## src/sv/rgbrcc_pkg.sv

```systemverilog
// ----------------------------------------------------------------------------
// RGB ratio classifier package
// Shared constants, the built-in calibration table and pipeline types.
// ----------------------------------------------------------------------------
`timescale 1ns / 1ps

package rgbrcc_pkg;

    localparam int NUM_SENSORS  = 5;
    localparam int SENSOR_IDX_W = (NUM_SENSORS > 1) ? $clog2(NUM_SENSORS) : 1;

    localparam int ENTRIES      = 12;
    localparam int ENTRY_W      = 12;
    localparam int DEFAULT_SETS = 5;
    localparam int NUM_RATIOS   = 3;
    localparam int NUM_WINDOWS  = 3;
    localparam int WIN_BASE     = 3;

    localparam int SENSOR_W = 3;
    localparam int CHAN_W   = 16;
    localparam int IDX_W    = 4;
    localparam int VALUE_W  = 8;
    localparam int COLOR_W  = 2;

    localparam int S_TDATA_W = 64;
    localparam int M_TDATA_W = 8;

    // Ratio bounds are held in thousandths; written entries arrive in hundredths.
    localparam int RATIO_SCALE = 1000;
    localparam int WRITE_SCALE = 10;

    localparam int SCALED_W  = CHAN_W + 10;
    localparam int LO_PROD_W = ENTRY_W + CHAN_W;
    localparam int HI_PROD_W = ENTRY_W + 1 + CHAN_W;

    localparam logic CMD_CLASSIFY = 1'b0;
    localparam logic CMD_WRITE    = 1'b1;

    localparam logic [COLOR_W-1:0] LIGHT_NONE   = 2'd0;
    localparam logic [COLOR_W-1:0] LIGHT_MIDDLE = 2'd1;
    localparam logic [COLOR_W-1:0] LIGHT_WHITE  = 2'd2;
    localparam logic [COLOR_W-1:0] LIGHT_YELLOW = 2'd3;

    typedef logic [ENTRY_W-1:0] entry_t;
    typedef entry_t [ENTRIES-1:0] cal_row_t;

    // Load strobes of the four pipeline stages.
    typedef struct packed {
        logic ld1;
        logic ld2;
        logic ld3;
        logic ld4;
    } pipe_ctl_t;

    // Per sensor: tolerances r/g, r/b, g/b, then middle, white, yellow centers.
    localparam entry_t DEFAULT_CAL [DEFAULT_SETS][ENTRIES] = '{
        '{12'd101, 12'd150,  12'd29,  12'd1066, 12'd1426, 12'd1337,
          12'd861, 12'd1060, 12'd1232, 12'd1336, 12'd2044, 12'd1530},
        '{12'd195, 12'd326,  12'd48,  12'd1219, 12'd1685, 12'd1384,
          12'd990, 12'd1261, 12'd1275, 12'd1501, 12'd2351, 12'd1565},
        '{12'd125, 12'd981,  12'd567, 12'd1202, 12'd1679, 12'd1398,
          12'd970, 12'd1247, 12'd1285, 12'd1500, 12'd2018, 12'd1322},
        '{12'd152, 12'd245,  12'd36,  12'd1074, 12'd1465, 12'd1365,
          12'd877, 12'd1117, 12'd1275, 12'd1323, 12'd2031, 12'd1535},
        '{12'd108, 12'd1038, 12'd708, 12'd1074, 12'd1471, 12'd1370,
          12'd872, 12'd1106, 12'd1268, 12'd1338, 12'd1643, 12'd1199}
    };

endpackage

```

## src/sv/rgbrcc_ram.sv

```systemverilog
// ----------------------------------------------------------------------------
// Generic RAM
// One write port and one read port with a registered, enabled read.
// ----------------------------------------------------------------------------
`timescale 1ns / 1ps

module rgbrcc_ram #(
    parameter int WIDTH = 8,
    parameter int DEPTH = 16,
    localparam int ADDR_W = (DEPTH > 1) ? $clog2(DEPTH) : 1
) (
    input  logic              aclk,
    input  logic              we,
    input  logic [ADDR_W-1:0] waddr,
    input  logic [WIDTH-1:0]  wdata,
    input  logic              re,
    input  logic [ADDR_W-1:0] raddr,
    output logic [WIDTH-1:0]  rdata
);

    logic [WIDTH-1:0] mem [DEPTH];
    logic [WIDTH-1:0] rdata_reg;

    always_ff @(posedge aclk) begin
        if (we) begin
            mem[waddr] <= wdata;
        end
        if (re) begin
            rdata_reg <= mem[raddr];
        end
    end

    assign rdata = rdata_reg;

endmodule

```

## src/sv/rgbrcc_cal_store.sv

```systemverilog
// ----------------------------------------------------------------------------
// Calibration store
// One RAM per entry index, addressed by sensor, plus a valid flag per entry.
// An entry that was never written reads back its built-in default.
// ----------------------------------------------------------------------------
`timescale 1ns / 1ps

module rgbrcc_cal_store (
    input  logic                             aclk,
    input  logic                             aresetn,
    input  rgbrcc_pkg::pipe_ctl_t            ctl,
    input  logic                             wr_en,
    input  logic [rgbrcc_pkg::SENSOR_W-1:0]  wr_sensor,
    input  logic [rgbrcc_pkg::IDX_W-1:0]     wr_index,
    input  logic [rgbrcc_pkg::VALUE_W-1:0]   wr_value,
    input  logic [rgbrcc_pkg::SENSOR_W-1:0]  rd_sensor,
    output rgbrcc_pkg::cal_row_t             cal_row
);

    import rgbrcc_pkg::*;

    logic [SENSOR_IDX_W-1:0] waddr;
    logic [SENSOR_IDX_W-1:0] raddr;
    logic                    rd_ok;
    entry_t                  wdata;
    entry_t                  ram_rd [ENTRIES];
    cal_row_t                def_row;

    logic [ENTRIES-1:0]  valid_reg [NUM_SENSORS];
    logic [ENTRIES-1:0]  valid_row_reg;
    logic [SENSOR_W-1:0] sensor_s1_reg;

    assign waddr = SENSOR_IDX_W'(wr_sensor);
    assign raddr = SENSOR_IDX_W'(rd_sensor);
    assign rd_ok = int'(rd_sensor) < NUM_SENSORS;

    // Value in hundredths times ten gives thousandths; at most 2550.
    assign wdata = ENTRY_W'({wr_value, 3'b000}) + ENTRY_W'({wr_value, 1'b0});

    for (genvar e = 0; e < ENTRIES; e++) begin : g_ram
        rgbrcc_ram #(
            .WIDTH(ENTRY_W),
            .DEPTH(NUM_SENSORS)
        ) u_ram (
            .aclk (aclk),
            .we   (wr_en && (wr_index == IDX_W'(e))),
            .waddr(waddr),
            .wdata(wdata),
            .re   (ctl.ld1),
            .raddr(raddr),
            .rdata(ram_rd[e])
        );
    end

    always_ff @(posedge aclk) begin
        if (!aresetn) begin
            for (int s = 0; s < NUM_SENSORS; s++) begin
                valid_reg[s] <= '0;
            end
        end else if (wr_en) begin
            valid_reg[waddr][wr_index] <= 1'b1;
        end
    end

    always_ff @(posedge aclk) begin
        if (ctl.ld1) begin
            valid_row_reg <= rd_ok ? valid_reg[raddr] : '0;
            sensor_s1_reg <= rd_sensor;
        end
    end

    // Sensors beyond the built-in sets default to zero.
    always_comb begin
        def_row = '0;
        for (int d = 0; d < DEFAULT_SETS; d++) begin
            if (sensor_s1_reg == SENSOR_W'(d)) begin
                for (int e = 0; e < ENTRIES; e++) begin
                    def_row[e] = DEFAULT_CAL[d][e];
                end
            end
        end
    end

    always_comb begin
        for (int e = 0; e < ENTRIES; e++) begin
            cal_row[e] = valid_row_reg[e] ? ram_rd[e] : def_row[e];
        end
    end

endmodule

```

## config.mk

```make
export PLATFORM = sky130hd
export DESIGN_NAME = rgbrcc_cal_store
export DESIGN_NICKNAME = d
export VERILOG_FILES = /design/src/sv/rgbrcc_pkg.sv /design/src/sv/rgbrcc_ram.sv /design/src/sv/rgbrcc_cal_store.sv
export SDC_FILE = /design/constraint.sdc
export NUM_CORES = 1
export LEC_CHECK = 0
export ABC_CLOCK_PERIOD_IN_PS = 3080
export BUFFER_PORTS_ARGS = -buffer_cell sky130_fd_sc_hd__buf_2
export CAP_MARGIN = 20
export CORE_AREA = 2 2 249 251
export CTS_CLUSTER_SIZE = 14
export DETAILED_ROUTE_END_ITERATION = 10
export DIE_AREA = 0 0 251 253
export GPL_ROUTABILITY_DRIVEN = 0
export MAX_ROUTING_LAYER = met4
export PLACE_DENSITY_LB_ADDON = 0.08
export SYNTH_ARGS = -nofsm -noshare
export SYNTH_HDL_FRONTEND = slang
export SYNTH_SLANG_ARGS = --single-unit
```

## constraint.sdc

```tcl
create_clock -name aclk -period 3.08 [get_ports aclk]
set_clock_uncertainty 0.1 [all_clocks]
set_input_delay 0.154 -clock aclk [delete_from_list [all_inputs] [get_ports aclk]]
set_output_delay 0.154 -clock aclk [all_outputs]
set_load 0.01 [all_outputs]
```

## Word level (Yosys, flattened, before mapping)

Memories as Yosys holds them, arrays and structs flattened. A register that Yosys moved wholly into a read port is not among the register bits.
Cells that the tools add are included.

- Bits in read-only memories: 0
- Register bits after elaboration: 3
- Latch bits: 0
- Memories: 13
- Output and inout bits: 144
- Bits in writable memories: 780

Memory list:

| memory | words | width | read ports | clocked after memory_dff | write ports | RTL line | RTL |
|---|---|---|---|---|---|---|---|
| g_ram[0].u_ram.mem | 5 | 12 | 1 | 1 | 1 | rgbrcc_ram.sv:21 | `logic [WIDTH-1:0] mem [DEPTH];` |
| g_ram[10].u_ram.mem | 5 | 12 | 1 | 1 | 1 | rgbrcc_ram.sv:21 |  |
| g_ram[11].u_ram.mem | 5 | 12 | 1 | 1 | 1 | rgbrcc_ram.sv:21 |  |
| g_ram[1].u_ram.mem | 5 | 12 | 1 | 1 | 1 | rgbrcc_ram.sv:21 |  |
| g_ram[2].u_ram.mem | 5 | 12 | 1 | 1 | 1 | rgbrcc_ram.sv:21 |  |
| g_ram[3].u_ram.mem | 5 | 12 | 1 | 1 | 1 | rgbrcc_ram.sv:21 |  |
| 7 more memories | n/a | n/a | n/a | n/a | n/a | n/a |  |

- $mul: 0
- Bitwise operators: 0
- Add/sub/neg operators: 1
- Equality and inequality tests: 15
- Reductions and logical operators: 17
- Shifts and indexed selects: 0
- Magnitude comparators: 3
- Mux-type cells: 50
- Divide/modulo/power cells: 0

Operators by type and width:

| cell | number |
|---|---|
| two-way mux 144 bit | 4 |
| two-way mux 12 bit | 15 |
| two-way mux 143 bit | 1 |
| two-way mux 1 bit | 28 |
| equality test 4 x 3 -> 1 bit, second input constant | 4 |
| equality test 4 bit, second input constant | 4 |
| logical AND 1 bit | 13 |
| adder 11 x 9 -> 12 bit | 1 |
| OR reduction 12 bit | 1 |
| equality test 4 x 2 -> 1 bit, second input constant | 2 |
| equality test 3 x 2 -> 1 bit, second input constant | 2 |
| < comparator 4 x 5 -> 1 bit, second input constant | 1 |
| demux 1 bit (select 4 bit) | 1 |
| equality test 4 x 1 -> 1 bit, second input constant | 1 |
| >= comparator 4 x 1 -> 1 bit, second input constant | 1 |
| zero test 4 bit | 1 |
| equality test 3 x 1 -> 1 bit, second input constant | 1 |
| equality test 3 bit, second input constant | 1 |
| zero test 3 bit | 1 |
| < comparator 3 bit, second input constant | 1 |
| two-way mux 3 bit | 1 |
| zero test 1 bit | 1 |

## Logic depth before layout (Yosys ltp)

- Depth after elaboration: 7
- Depth in mapped cells: 7
- Mapped depth without buffers: 6

## Cells and area by module

A second synthesis with hierarchy kept.

- Cells, all modules: 2447
- Area, all modules: 39441.6 um^2

By module, submodules not included:

| module | area an instance (um^2) | times used | cells an instance |
|---|---|---|---|
| rgbrcc_ram | 2867.8 | 12 | 149 |
| rgbrcc_cal_store | 5028.6 | 1 | 659 |

## Worst setup path before layout

No wires, ideal clock.

- Path kind: input to register
- Start: input wr_value[0] (netlist name)
- End: memory g_ram[0].u_ram.mem[0][9] (netlist name), data pin
- Stages on the path: 6
- Library setup time: 546 ps
- Data arrival time: 2631 ps
- Slack: -198 ps
- Cell sequence: ha_1 -> fa_1 -> a211oi_1 -> o21bai_1 -> a21oi_1 -> xnor2_1

- Word-level cells in the longest chain between the ends: 1

Ends and longest elaborated chain:

| element | RTL line | RTL |
|---|---|---|
| start, declared | rgbrcc_cal_store.sv:15 | `input logic [rgbrcc_pkg::VALUE_W-1:0] wr_value,` |
| adder 11 x 9 -> 12 bit | rgbrcc_cal_store.sv:38 | `assign wdata = ENTRY_W'({wr_value, 3'b000}) + ENTRY_W'({wr_value, 1'b0});` |
| named net g_ram[0].u_ram.wdata[9] | rgbrcc_ram.sv:15 | `input logic [WIDTH-1:0] wdata,` |
| end, declared | rgbrcc_ram.sv:21 |  |

The timed path passes the listed nets, and every way through them passes these cells.

==> impl_metrics.py <==
metrics = {
    "status": {
        "status": "completed",
    },
    "logic_synthesis": {
        "synth.distinct_cells": 37,
        "synth_simple_gate_area_share": 0.0305,
        "synth_top_area_cell": "edfxtp_1",
        "synth_top_family_by_area": "multiplexers",
        "synthTopCellsByArea": "edfxtp_1 (73%), mux4_2 (8.9%), mux2_2 (5.1%), dfxtp_1 (3.6%), o21a_1 (1.4%)",
        "syn_avg_cell_area_um2": 19.3,
        "synthMuxAreaShare": 0.147,
        "ys_ff_latch": 867,
        "synthCells": 1723,
        "synth-compound-area-share": 0.0368,
        "synth_fa_ha_area_frac": 0.00286,
        "syn_nets": 1755,
        "synth_xor_area_frac": 0.00158,
        "syn_area_um2": 33300,
        "ys.warnings.count": 0,
        "synth_top_area_frac": 0.729,
        "synth_seq_area_share": 0.765,
    },
    "timing": {
        "period_needed_ps": 2970,
        "tightestPinTransition_ps": 980,
        "hold_violations": 0,
        "clock.fmax_ghz": 0.337,
        "fin_setup_tns_ps": 0,
        "final_max_slew_viol_count": 0,
        "fin_crit_sh": 0.963,
        "fin_ws_ps": 113,
        "rsz0062_at_grt": "no",
        "finalSetupViolations": 0,
        "whs_ps": 42.3,
        "max-slew-margin-rel": 0.345,
    },
    "clock_network": {
        "cts_max_path_buffers": 3,
        "cts_setup_buffers": 0,
        "clk_pin_slew_ps": 60,
        "insertion_delay_ps": 620,
        "clock_sinks": 867,
        "htree_levels": 3,
        "cts_tree": "done",
        "cts_made_buffers": 85,
        "cts-root-buf": "clkbuf_16",
    },
    "route": {
        "num_vias": 17000,
        "dr.pass1.iters": 5,
        "avgViaCountPerCell": 5.94,
        "drt_first_iter_violations": 1519,
        "ant_nets": 0,
        "wirelength_mm": 77.7,
        "drc": 0,
        "detail_route.wl_per_cell_um": 27.1,
    },
    "hold_path": {
        "hp-class": "primary input to register",
    },
    "global_routing": {
        "grt_overflow": 0,
        "antenna_found_initial": 7,
        "track_usage": 0.257,
        "grt_pass1_vias": 17100,
        "grt_first_pass_wirelength_mm": 113,
        "grt_max_degree": 61,
    },
    "finish": {
        "layout_common_cells": "edfxtp_1 (807), buf_2 (161), mux2_2 (150)",
        "fin_area_um2": 38700,
        "mostFrequentLayoutCell": "edfxtp_1",
        "final_layout_size_suffix_gt1_frac": 0.336,
        "fin_nets": 2030,
        "largest_reg_flops": 660,
        "syn_to_final_growth_pct": 16.2,
    },
    "setup_path": {
        "critPathKind": "register to primary output",
        "reg2reg_setup_slack_ps": 1570,
        "startpoint_type": "register",
        "worstPathRequired_ps": 2830,
        "critPathArrivalTime_ps": 2710,
        "worstPathMaxFanout": 14,
        "cp-end-kind": "primary output",
    },
    "pwr": {
        "p_leak_nw": 13.1,
        "p_total_mw": 25.6,
        "ir_drop_v": 0.000486,
        "power.density_nw_per_um2": 661,
    },
    "die": {
        "coreArea_um2": 61000,
        "die-area_um2": 63500,
        "fp-row-count": 91,
        "ioPinCount": 169,
        "fp.dieH_um": 253,
        "start_util": 0.545,
        "die_x_um": 251,
    },
    "run": {
        "max-cap-violations": 0,
    },
    "place": {
        "dp_hpwl_mm": 45.1,
        "io_buffers": 165,
        "pre_cts_ws_ps": 404,
        "placed_area_um2": 35800,
    },
}
==> path summary, 6_finish.rpt <==
kind / start / to / depth (start not counted)
max: sensor_s1_reg[1]$_DFFE_PP_ / cal_row[110] / 6
min: rd_sensor[2] / g_ram[10].u_ram.rdata[3]$_DFFE_PP_ / 2
max reg2reg: g_ram[1].u_ram.mem[3][11]$_DFFE_PP_ / g_ram[1].u_ram.rdata[11]$_DFFE_PP_ / 2
min reg2reg: valid_reg[2][5]$_DFF_P_ / valid_reg[2][5]$_DFF_P_ / 1
==> layout make-up <==
cell class | count | area, um2
flip-flops and latches | 867 | 25400
multi-input cells | 744 | 7410
inverters | 16 | 60.1
clock inverters | 36 | 418
clock buffers | 119 | 2380
well taps | 790 | 988
diodes | 7 | 17.5
repair buffers | 284 | 1960
fillers | 4278 | 22400
==> through the flow <==
stage / utilization / cells
6_report: 0.633 / 2863
5_1_grt: 0.633 / 2862
4_1_cts: 0.633 / 2856
3_5_place_dp: 0.587 / 2698
3_3_place_gp: 0.587 / 2697
2_1_floorplan: - / 1723
==> cells in the mapped netlist <==
cell	n
edfxtp_1	807
mux2_2	150
mux4_2	132
nor2_1	97
nand2_1	75
clkbuf_1	63
o21a_1	61
dfxtp_1	60
o21ai_0	57
a21oi_1	34
and2_1	27
mux2i_1	24
a21o_1	23
inv_1	16
buf_6	13
o22ai_1	12
buf_2	11
nand2b_1	10
buf_1	9
ha_1	6
nor2b_1	4
xnor2_1	4
nand3_1	3
nand3b_1	3
or2_2	3
a211oi_1	2
and3b_1	2
nor3_1	2
o21bai_1	2
o31ai_1	2
or3_1	2
xor2_1	2
a22o_1	1
fa_1	1
nor3b_1	1
o31a_1	1
or3b_1	1
==> power by group <==
part / internal, mW / switching, mW
combinational: 0.611 / 1.21
clock: 6.21 / 4.18
sequential: 13.3 / 0.0823
==> worst max-delay path, stage by stage, from the launching register on <==
cell      delay [ps]
edfxtp_1         690
nand2b_1         280
a21o_1           410
buf_4            300
nor2_1            90
a21o_1           190
buf_2            140
==> logic make-up after synthesis <==
family / Yosys count
flops: 867
mux: 306
simple gates: 230
compound gates: 195
buf+inv: 112
fa+ha+maj: 7
xor+xnor: 6
==> what timing repair did <==
| action | 4_1_cts | 5_1_grt |
|---|---|---|
| hold endpoints to repair | 63 | 0 |
| resized for setup | 0 | 1 |
| endpoints found under the setup margin | 0 | 1 |
| hold buffers | 3 | 0 |
==> routing by layer <==
layer / vias to the layer above / wire length [um] / global-route usage
li1: 7368 / - / -
met1: 8915 / 32400 / 0.349
met2: 597 / 37200 / 0.396
met3: 136 / 5660 / 0.0449
met4: 0 / 2360 / 0.0915
met5: - / 0 / -
Power figures use the tool's default switching activity.
